$ cat config.mk
export PLATFORM = sky130hd
export DESIGN_NAME = icp_scan
export DESIGN_NICKNAME = d
export VERILOG_FILES = /design/src/rtl/icp_pkg.sv /design/src/rtl/icp_scan.sv
export SDC_FILE = /design/constraint.sdc
export NUM_CORES = 1
export LEC_CHECK = 0
export BUFFER_PORTS_ARGS = -buffer_cell sky130_fd_sc_hd__buf_4
export CAP_MARGIN = 15
export CORE_UTILIZATION = 45
export DETAILED_ROUTE_END_ITERATION = 10
export PLACE_DENSITY = 0.75
export SLEW_MARGIN = 20
export SYNTH_ARGS = -nofsm -noshare
export SYNTH_HDL_FRONTEND = slang
export SYNTH_SLANG_ARGS = --single-unit
$ cat constraint.sdc
create_clock -name vclk -period 9
set_input_delay 1.35 -clock vclk [all_inputs]
set_output_delay 1.35 -clock vclk [all_outputs]
set_load 0.05 [all_outputs]
$ cat src/rtl/icp_pkg.sv
// Shared types, constants and matcher helpers for the interval command parser.
// No dependencies; every other file of the block but icp_cmd_if imports this package.
`timescale 1ns / 1ps
`default_nettype none

package icp_pkg;

  // Default configuration values for the top-level parameters
  localparam int BufferSizeDef      = 128;
  localparam int DefaultIntervalDef = 1000;

  // Field widths and interval limits
  localparam int          IntervalW    = 13;
  localparam int          AccumW       = 16;
  localparam logic [12:0] MIN_INTERVAL = 13'd50;
  localparam logic [12:0] MAX_INTERVAL = 13'd5000;

  // Special characters
  localparam logic [7:0] CH_CLOSE_BRACE = 8'h7D;
  localparam logic [7:0] CH_QUOTE       = 8'h22;
  localparam logic [7:0] CH_MINUS       = 8'h2D;
  localparam logic [7:0] CH_PLUS        = 8'h2B;
  localparam logic [7:0] CH_SPACE       = 8'h20;
  localparam logic [7:0] CH_TAB         = 8'h09;
  localparam logic [7:0] CH_CR          = 8'h0D;
  localparam logic [7:0] CH_ZERO        = 8'h30;
  localparam logic [7:0] CH_NINE        = 8'h39;
  localparam logic [7:0] CH_NUL         = 8'h00;

  // Number parser phases
  localparam logic [1:0] PH_IDLE   = 2'd0;
  localparam logic [1:0] PH_SPACE  = 2'd1;
  localparam logic [1:0] PH_DIGITS = 2'd2;
  localparam logic [1:0] PH_DONE   = 2'd3;

  // Quoted interval command token and key "value":
  localparam int TokenLen = 14;
  localparam int KeyLen   = 8;

  localparam logic [7:0] TOKEN_PAT [TokenLen] = '{
    8'h22, "S", "E", "T", "_", "I", "N", "T", "E", "R", "V", "A", "L", 8'h22
  };
  localparam logic [7:0] KEY_PAT [KeyLen] = '{
    8'h22, "v", "a", "l", "u", "e", 8'h22, ":"
  };

  // Per-frame scanner state
  typedef struct packed {
    logic [3:0]           token_pos;
    logic                 token_seen;
    logic [2:0]           key_pos;
    logic [1:0]           phase;
    logic                 negative;
    logic [IntervalW-1:0] accum;
    logic                 overflow;
    logic                 zero_seen;
  } scan_state_t;

  localparam scan_state_t SCAN_CLEAR = '{
    token_pos: 4'd0, token_seen: 1'b0, key_pos: 3'd0, phase: PH_IDLE,
    negative: 1'b0, accum: '0, overflow: 1'b0, zero_seen: 1'b0
  };

  // Token matcher: only the opening quote can restart a partial match
  function automatic logic [3:0] token_step(input logic [3:0] pos, input logic [7:0] c);
    logic [3:0] res;
    if (c == TOKEN_PAT[pos]) begin
      res = pos + 4'd1;
    end else if (c == CH_QUOTE) begin
      res = 4'd1;
    end else begin
      res = 4'd0;
    end
    return res;
  endfunction

  // Key matcher: a 'v' that misses the colon falls back to a two-character match
  function automatic logic [3:0] key_step(input logic [2:0] pos, input logic [7:0] c);
    logic [3:0] res;
    if (c == KEY_PAT[pos]) begin
      res = {1'b0, pos} + 4'd1;
    end else if (pos == 3'(KeyLen - 1) && c == KEY_PAT[1]) begin
      res = 4'd2;
    end else if (c == CH_QUOTE) begin
      res = 4'd1;
    end else begin
      res = 4'd0;
    end
    return res;
  endfunction

  // Space, tab, newline, vertical tab, form feed, carriage return
  function automatic logic is_space(input logic [7:0] c);
    return (c == CH_SPACE) || (c >= CH_TAB && c <= CH_CR);
  endfunction

endpackage

`default_nettype wire

$ cat src/rtl/icp_scan.sv
// Per-byte scanner: token and key matchers plus the atoi-style number reader.
// Purely combinational; depends on icp_pkg for the state struct and helpers.
`timescale 1ns / 1ps
`default_nettype none

module icp_scan
  import icp_pkg::*;
(
  input  wire scan_state_t cur,
  input  wire logic [7:0]  rx_byte,
  output scan_state_t      nxt
);

  logic [3:0]        tpos;
  logic [3:0]        kpos;
  logic              digit_mode;
  logic [AccumW-1:0] prod;

  // Ten times the accumulator plus the digit, as shifts and adds
  assign prod = ({3'b000, cur.accum} << 3) + ({3'b000, cur.accum} << 1)
              + {12'd0, rx_byte[3:0]};

  assign tpos = token_step(cur.token_pos, rx_byte);
  assign kpos = key_step(cur.key_pos, rx_byte);

  always_comb begin
    nxt        = cur;
    digit_mode = 1'b0;
    if (!cur.zero_seen) begin
      if (rx_byte == CH_NUL) begin
        // Stop searching for the rest of the frame
        nxt.zero_seen = 1'b1;
      end else begin
        // Advance the token matcher until the token has been found
        if (!cur.token_seen) begin
          if (tpos == 4'(TokenLen)) begin
            nxt.token_seen = 1'b1;
            nxt.token_pos  = 4'd0;
          end else begin
            nxt.token_pos = tpos;
          end
        end
        // Advance the key matcher, or read the number after the key
        if (cur.phase == PH_IDLE) begin
          if (kpos == 4'(KeyLen)) begin
            nxt.key_pos = 3'd0;
            nxt.phase   = PH_SPACE;
          end else begin
            nxt.key_pos = kpos[2:0];
          end
        end else begin
          if (cur.phase == PH_SPACE) begin
            if (!is_space(rx_byte)) begin
              nxt.phase = PH_DIGITS;
              if (rx_byte == CH_MINUS) begin
                nxt.negative = 1'b1;
              end else if (rx_byte != CH_PLUS) begin
                digit_mode = 1'b1;
              end
            end
          end else if (cur.phase == PH_DIGITS) begin
            digit_mode = 1'b1;
          end
          if (digit_mode) begin
            if (rx_byte >= CH_ZERO && rx_byte <= CH_NINE) begin
              // Saturate at the upper limit and mark out of range
              if (cur.overflow || prod > AccumW'(MAX_INTERVAL)) begin
                nxt.overflow = 1'b1;
                nxt.accum    = MAX_INTERVAL;
              end else begin
                nxt.accum = prod[IntervalW-1:0];
              end
            end else begin
              nxt.phase = PH_DONE;
            end
          end
        end
      end
    end
  end

endmodule

`default_nettype wire

==> Yosys cells after proc, flatten, opt, wreduce, memory -nomap -nowiden <==
Memory sizes are Yosys's and may differ from the RTL's.
Cells that the tools add are included.
{ "word_totals": {"wordCells": 70, "register_bits": 0, "latch_bits": 0, "input_bits": 34, "mem_bits_rw": 0, "romBits": 192, "n_memories": 2} }
{ "memory_table": {"columns": ["memory", "depth", "width", "rd", "rd_clocked_by_memory_dff", "write_ports", "line_no", "text"], "rows": [
  ["(no name shown)", 16, 8, 1, 0, 0, "icp_pkg.sv:67", "if (c == TOKEN_PAT[pos]) begin"],
  ["(no name shown)", 8, 8, 1, 0, 0, "icp_pkg.sv:80", "if (c == KEY_PAT[pos]) begin"]
]} }
{ "op_classes": {"muxes": 36, "bitwise": 2, "n_mul": 0, "reduce_logical": 7, "magnitude_cmp": 7, "shift": 0, "eq_ne": 12, "n_addsub": 4, "div": 0} }
{ "op_table": {"columns": ["operator", "count"], "rows": [
  ["two-way mux 8 bit", 4],
  ["two-way mux 14 bit", 2],
  ["two-way mux 26 bit", 1],
  ["two-way mux 25 bit", 1],
  ["== test 8 x 6 -> 1 bit, second input constant", 3],
  ["adder 16 x 14 -> 16 bit", 1],
  ["adder 16 x 4 -> 16 bit", 1],
  ["== test 8 bit", 2],
  ["> comparator 16 x 13 -> 1 bit, second input constant", 1],
  ["two-way mux 15 bit", 1],
  ["two-way mux 1 bit", 13],
  ["two-way mux 13 bit", 1],
  ["two-way mux 3 bit", 4],
  ["two-way mux 4 bit", 3],
  ["two-way mux 2 bit", 5],
  ["== test 4 bit, second input constant", 2],
  ["== test 8 x 7 -> 1 bit, second input constant", 1],
  ["greater-or-equal comparator 8 x 4 -> 1 bit, second input constant", 1],
  ["greater-or-equal comparator 8 x 6 -> 1 bit, second input constant", 1],
  ["<= comparator 8 x 4 -> 1 bit, second input constant", 1],
  ["<= comparator 8 x 6 -> 1 bit, second input constant", 1],
  ["logical NOT 8 bit", 1],
  ["!= test 8 x 6 -> 1 bit, second input constant", 1],
  ["greater-or-equal comparator 5 bit, second input constant", 1],
  ["other kinds (12)", 15]
]} }

==> Depth between registers and ports, before layout <==
Gate-level depths: netlist of the first run.
{ "depth": {"depth_word": 12, "depth_mapped": 10} }

==> Worst setup path before layout of the first run <==
Ideal clock, no wire load.
{ "synth_path": {"path_kind": "input to output", "startpoint": "input port cur[2] in the netlist's numbering", "endpoint": "output port nxt[6] in the netlist's numbering", "slack_ns": 2.649, "stages": 9, "arrival_time_ns": 5.001, "cell_sequence": "fa_1 fa_1 a21o_1 a221oi_2 o211ai_2 xor2_1 a311oi_2 nand4_4 o31ai_1"} }
{ "synth_lines": {"columns": ["item", "line_no", "text"], "rows": [
  ["start: declaration", "icp_scan.sv:9", "input wire scan_state_t cur,"],
  ["end: declaration", "icp_scan.sv:11", "output scan_state_t nxt"]
]} }

==> results of run 1 <==
-- layout by cell type, fill, tap and decap left out, drive strengths merged, types with 4 or more instances in the layout --
cell type and n:
o31ai 9, and3 5, nor2b 7, a21o 6, xnor2 14, buf 60, nand2b 6, xor2 13
a21oi 14, a31oi 6, nor2 18, nand3 11, nor3 10, ha 38, o21ai 13, inv 14
a211oi 4, nand2 26
-- synth_stat cells (2+ instances only) --
library cell,n,share of area [%]
nand4b_1,2,0.83
a31oi_1,5,1.5
o31ai_1,9,3.2
a21oi_1,14,3.3
nor3_1,8,1.9
nand3_1,11,2.6
ha_1,38,23
nand2_1,26,4.6
nand3b_1,2,0.71
or3_1,2,0.59
o21ai_1,4,0.95
o22a_2,3,1.4
o32a_1,3,1.4
a21o_1,6,2.1
o21bai_1,2,0.71
xnor2_1,14,5.8
o21ai_0,9,2.1
a211oi_1,4,1.4
inv_1,14,2.5
a41oi_1,2,0.83
nor2b_1,7,2.1
nor2_1,18,3.2
nor3b_1,2,0.71
and3_1,5,1.5
clkbuf_1,13,2.3
mux2i_1,3,1.4
nor4_1,3,0.89
o311ai_0,2,0.83
o211a_1,3,1.4
xor2_1,12,5.0
nand2b_1,6,1.8
and2_1,2,0.59
a32o_1,2,0.95
fa_1,2,1.9
nor3_2,2,0.95
-- per-stage QoR --
step	power (mW)	setup WS [ps]
floorplan	0.141	2650
global placement	0.187	3070
detailed placement	0.188	2990
CTS	0.189	2980
global route	0.209	2800
finish	0.190	2950
-- cell type report --
cell class                 count  area [um^2]  share of cell area, %
timing repair buffer          60          450                   17.6
tap                           52         65.1                   2.55
inverter                      14         52.6                   2.06
multi-input combinational    257         1980                   77.7
-- power by group --
group          switching (mW)  leakage (nW)  internal, mW
clock                       0             0             0
combinational           0.116          1.22        0.0742
sequential                  0             0             0
total                   0.116          1.22        0.0742
-- cell families after synthesis --
group	count (synthesis)	synth area share (%)
adders and majority gates	40	24.5
muxes	4	1.96
xor gates and xnor gates	27	11.6
buffers and inverters	30	5.88
AOI/OAI and AO/OA	83	29.9
and+or+nand+nor	103	26.3
-- routing by layer --
metal / track usage, % / wire length, um / vias up / part of all wire (%)
met5: 0 / 0 / - / 0
met1: 33.4 / 2740 / 1065 / 50
met2: 35.4 / 2550 / 54 / 46
met4: 2.44 / 38 / 0 / 0.69
li1: - / - / 1162 / -
met3: 0.722 / 184 / 5 / 3.3
-- worst max-delay path, delay by kind of cell --
family	cells	cell delay, ps
compound gates	5	1620
fa+ha+maj	2	1000
buf+inv	2	320
simple gates	1	230
xor+xnor	1	180
-- worst min path at each step --
stage / to / cells past startpoint
2_1_floorplan: nxt[14] / 2
3_3_place_gp: nxt[21] / 3
3_5_place_dp: nxt[21] / 3
4_1_cts: nxt[21] / 3
5_1_grt: nxt[21] / 3
6_report: nxt[21] / 3
==> results.toml, run 1 <==
[outcome]
outcome = "completed"

[die]
initial_core_util_pct = 47.8
die_height_um = 70.4
boundaryPins = 60
fp.dieW_um = 70.4
fp.coreArea_um2 = 4410
row_count = 24
die_area_um2 = 4960

[drt]
vias = 2286
wl_per_cell_um = 14.4
drt_iter0_markers = 128
drt-total-wl_um = 5510
first_pass_iters = 4
ant_nets = 0
viasPerCell = 5.97
drc = 0

[final_layout]
fin_util_pct = 57.8
nFillCells = 425
stdcell_count = 383
postLayoutCellArea_um2 = 2550
drive_gt1_share_pct = 23.0
antenna_cells = 0
nFlopsAndLatches = 0
syn_to_final_growth_pct = 21.1
nNetsFinal = 407
regArea_um2 = 0
clock_buffer_count = 0

[sta]
holdWs_ps = 3060
fmax_ghz = 0.165
hold_viol_final = 0
layout_min_cycle_time_ps = 6050
slew_headroom_pct = 54.5
drv_slew = 0
final.period_utilization_pct = 67.2
setup-tns-final_ps = 0
worst_slew_pin_slew_ps = 677
setup_violations = 0
rsz0062_at_grt = "false"

[setup_path]
crit_path_max_incr_delay_ps = 520
cp-start-kind = "input pin"
crit_type = "input pin to output pin"
crit_end = "nxt[5]"
cp-startpoint = "cur[2]"
worstPathMaxFanout = 10
worstPathRequired_ps = 7650
cp_cell_sequence = "buf_4 -> fa_1 -> fa_1 -> a21o_1 -> a221oi_2 -> o211ai_2 -> xor2_1 -> a311oi_2 -> nand4_4 -> o32a_1 -> buf_4"
crit_path_top_delay_cell = "fa_1"
endpoint_kind = "output pin"
critical_path_arrival_ps = 4700

[logic_synthesis]
synthCells = 287
avgSynthCellArea_um2 = 7.35
synth_nets = 361
syn_area_um2 = 2110
synthDistinctLibCells = 62
synth_warnings = 0
yosysSeqAreaShare_pct = 0

[pwr]
p_per_area_nw_per_um2 = 74.5
ir_drop_mv = 0.0379
leakagePower_nw = 1.22

[placed_design]
place_congestion = 0.903
dp_cells = 383
port_buffers = 60
placed_area_um2 = 2550
dpl.hpwl_um = 4520

[clock_network]
postCtsSetupRepairBufs = 0
cts_resized = 0
cts_hold_buffers = 0

[global_routing]
grt_usage_pct = 22.1
antenna_found_initial = 0
first_global_vias = 2018
grt_pass1_wl_um = 9430
grt_max_degree = 18
grt_overflow_total = 0

[min_path]
hp-start = "cur[21]"
hp-class = "input pin to output pin"

[job]
cap_violations = 0
Power figures use the tool's default switching activity.
==> run 2: changes to the inputs <==
Settings changed: PLACE_DENSITY 0.75 to 0.77.
Clock period 9 ns to 5.5 ns, I/O delays scaled along.
==> results.toml, run 2 (synthesis gave the netlist of run 1 again) <==
[setup_path]
crit_type = "input pin to output pin"
crit_path_max_incr_delay_ps = 520
worstPathMaxFanout = 10
worstPathRequired_ps = 4680
cp-start-kind = "input pin"
endpoint_kind = "output pin"
critical_path_arrival_ps = 4210
cp_cell_sequence = "buf_4 -> fa_1 -> fa_1 -> a21o_1 -> a221oi_2 -> o211ai_2 -> xor2_1 -> a311oi_2 -> nand4_4 -> o32a_1 -> buf_4"
crit_path_top_delay_cell = "fa_1"

[sta]
slew_headroom_pct = 55.5
hold_viol_final = 0
fmax_ghz = 0.199
layout_min_cycle_time_ps = 5030
setup-tns-final_ps = 0
holdWs_ps = 1990
final.period_utilization_pct = 91.5
worst_slack_ps = 469
drv_slew = 0
setup_violations = 0
worst_slew_pin_slew_ps = 662
rsz0062_at_grt = "false"

[final_layout]
regArea_um2 = 0
clock_buffer_count = 0
nNetsFinal = 407
stdcell_count = 383
postLayoutCellArea_um2 = 2550
layout_common_cells = "60 x buf_4, 38 x ha_1, 26 x nand2_1"
final_common_cell = "buf_4"
syn_to_final_growth_pct = 21.1
drive_gt1_share_pct = 23.0
nFlopsAndLatches = 0
antenna_cells = 0
nFillCells = 433

[drt]
first_pass_iters = 5
vias = 2268
drt-total-wl_um = 5510
drc = 0
viasPerCell = 5.92
drt_iter0_markers = 86
ant_nets = 0
wl_per_cell_um = 14.4

[pwr]
p_per_area_nw_per_um2 = 122
ir_drop_mv = 0.0542
leakagePower_nw = 1.22

[min_path]
hp-class = "input pin to output pin"

[die]
fp.coreArea_um2 = 4410
die_area_um2 = 4960
die_height_um = 70.4
boundaryPins = 60
row_count = 24
initial_core_util_pct = 47.8
fp.dieW_um = 70.4

[placed_design]
placed_area_um2 = 2550
place_congestion = 0.895
pre_cts_ws_ps = 548
dpl.hpwl_um = 4530
dp_cells = 383
port_buffers = 60

[global_routing]
grt_pass1_wl_um = 9120
grt_overflow_total = 0
antenna_found_initial = 0
grt_max_degree = 18
grt_usage_pct = 21.6
first_global_vias = 2003

[job]
cap_violations = 0

[clock_network]
cts_resized = 0
cts_hold_buffers = 0
postCtsSetupRepairBufs = 0

[outcome]
outcome = "completed"
==> run 2: cell counts in the layout (fill, tap and decap cells not counted) <==
Identical to the previous run, type by type.
==> run 2: critical path: cells and delay by family <==
family	cells	cell delay, ps
compound gates	5	1660
fa+ha+maj	2	990
simple gates	1	230
xor+xnor	1	180
buf+inv	2	320
==> run 2: layer usage <==
layer / routed length (um) / track usage [%] / vias up
met3: 162 / 0.433 / 0
li1: - / - / 1159
met5: 0 / 0 / -
met4: 0 / 2.00 / 0
met2: 2680 / 36.6 / 48
met1: 2660 / 31.2 / 1061
==> run 2: final timing paths <==
| path | cells after the start | slack [ps] | startpoint | to |
|---|---|---|---|---|
| worst max-delay path | 11 | 470 | cur[2] | nxt[5] |
| worst min-delay path | 3 | 1990 | cur[21] | nxt[21] |
==> run 2: report_power, final <==
part           switching [mW]  internal [mW]
registers                   0              0
clock network               0              0
logic                   0.190          0.121
==> run 2: per-stage QoR <==
| step | util (%) | power [mW] |
|---|---|---|
| floorplan | - | 0.230 |
| global placement | 57.8 | 0.306 |
| detailed placement | 57.8 | 0.308 |
| CTS | 57.8 | 0.310 |
| global route | 57.8 | 0.340 |
| finish | 57.8 | 0.311 |
==> run 2: layout make-up <==
class | count | area [um^2] | share of cell area, %
Inverter | 14 | 52.6 | 2.06
Multi-Input combinational cell | 257 | 1980 | 77.7
Tap cell | 52 | 65.1 | 2.55
Timing Repair Buffer | 60 | 450 | 17.6
==> run 3: changes to the inputs <==
Settings changed: GPL_TIMING_DRIVEN set to 0, PLACE_DENSITY 0.77 to 0.75.
Clock period 5.5 ns to 5.4 ns, I/O delays scaled along.
==> results.toml, run 3 (synthesis gave the netlist of run 1 again) <==
[setup_path]
worstPathRequired_ps = 4590
cp-start-kind = "input pin"
endpoint_kind = "output pin"
critical_path_arrival_ps = 4290
crit_type = "input pin to output pin"
worstPathMaxFanout = 10
cp-startpoint = "cur[2]"
crit_end = "nxt[3]"

[sta]
layout_min_cycle_time_ps = 5100
hold_viol_final = 0
slew_headroom_pct = 48.3
setup-tns-final_ps = 0
fmax_ghz = 0.196
worst_slew_pin_slew_ps = 768
rsz0062_at_grt = "false"
final.period_utilization_pct = 94.4
drv_slew = 0
setup_violations = 0

[drt]
wl_per_cell_um = 13.9
first_pass_iters = 4
drc = 0
highest_layer = "met4"
vias = 2290
viasPerCell = 5.78
wl_met3_um = 159
drt_iter0_markers = 101
drt-total-wl_um = 5510
wl_met1_um = 2790
ant_nets = 0
wl_met2_um = 2480

[min_path]
hp-class = "input pin to output pin"
hold_depth = 3

[placed_design]
dp_cells = 396
dpl.hpwl_um = 4550
place_congestion = 0.881
port_buffers = 57

[final_layout]
final_common_cell = "buf_4"
stdcell_count = 396
syn_to_final_growth_pct = 23.4
nNetsFinal = 420
layout_common_cells = "58 x buf_4, 38 x ha_1, 26 x nand2_1"
drive_gt1_share_pct = 21.8
nFlopsAndLatches = 0
fin_util_pct = 58.9
antenna_cells = 0
clock_buffer_count = 0
regArea_um2 = 0

[die]
fp.dieW_um = 70.4
initial_core_util_pct = 47.8
die_area_um2 = 4960
row_count = 24
die_height_um = 70.4
boundaryPins = 60
fp.coreArea_um2 = 4410

[global_routing]
first_global_vias = 2067
grt_pass1_wl_um = 9320
grt_overflow_total = 0
grt_max_degree = 11
antenna_found_initial = 0
grt_usage_pct = 21.9

[clock_network]
postCtsSetupRepairBufs = 0
cts_resized = 0
cts_hold_buffers = 0

[pwr]
p_per_area_nw_per_um2 = 123
leakagePower_nw = 1.23
ir_drop_mv = 0.0515

[outcome]
outcome = "completed"

[job]
cap_violations = 0
==> run 3: cell count changes in the layout (fill, tap and decap cells not counted) <==
cell / delta
clkbuf_1: +13
buf_6: +1
buf_4: -2
buf_1: +1
==> run 3: area by class of cell <==
| type | count | area [um^2] |
|---|---|---|
| timing repair buffer | 57 | 428 |
| tap | 52 | 65.1 |
| fill | 445 | 1810 |
| multi-input combinational | 257 | 1980 |
| inverter | 14 | 52.6 |
| buffer | 16 | 71.3 |
==> run 3: power breakdown <==
group | switching, mW | internal, mW | leakage [nW]
Sequential | 0 | 0 | 0
Combinational | 0.193 | 0.126 | 1.23
Clock | 0 | 0 | 0
==> run 3: stage by stage <==
stage	hold WS [ps]	setup slack (ps)	cell area, um^2	power, mW
2_1_floorplan	1900	129	2110	0.234
3_3_place_gp	1960	385	2600	0.313
3_5_place_dp	1960	361	2600	0.317
4_1_cts	1960	356	2600	0.319
5_1_grt	1980	103	2600	0.352
6_report	1960	303	2600	0.319
==> run 3: worst min path at each step <==
stage                 start       to  slack, ps
floorplan           cur[14]  nxt[14]       1900
finish              cur[21]  nxt[21]       1960
detailed placement  cur[21]  nxt[21]       1960
CTS                 cur[21]  nxt[21]       1960
global route        cur[21]  nxt[21]       1980
global placement    cur[21]  nxt[21]       1960
==> run 3: worst max-delay path, stage by stage <==
cell and delay, ps:
buf_4 130, fa_1 520, fa_1 470, a21o_1 230
a221oi_2 530, o211ai_2 180, xor2_1 190, a311oi_2 350
nand4_4 240, o31ai_1 370, buf_4 260
==> run 3: metal layers <==
layer | GRT usage (%) | vias up
met4 | 4.00 | 0
met1 | 31.4 | 1050
met3 | 1.01 | 10
met5 | 0 | -
li1 | - | 1186
met2 | 36.3 | 44
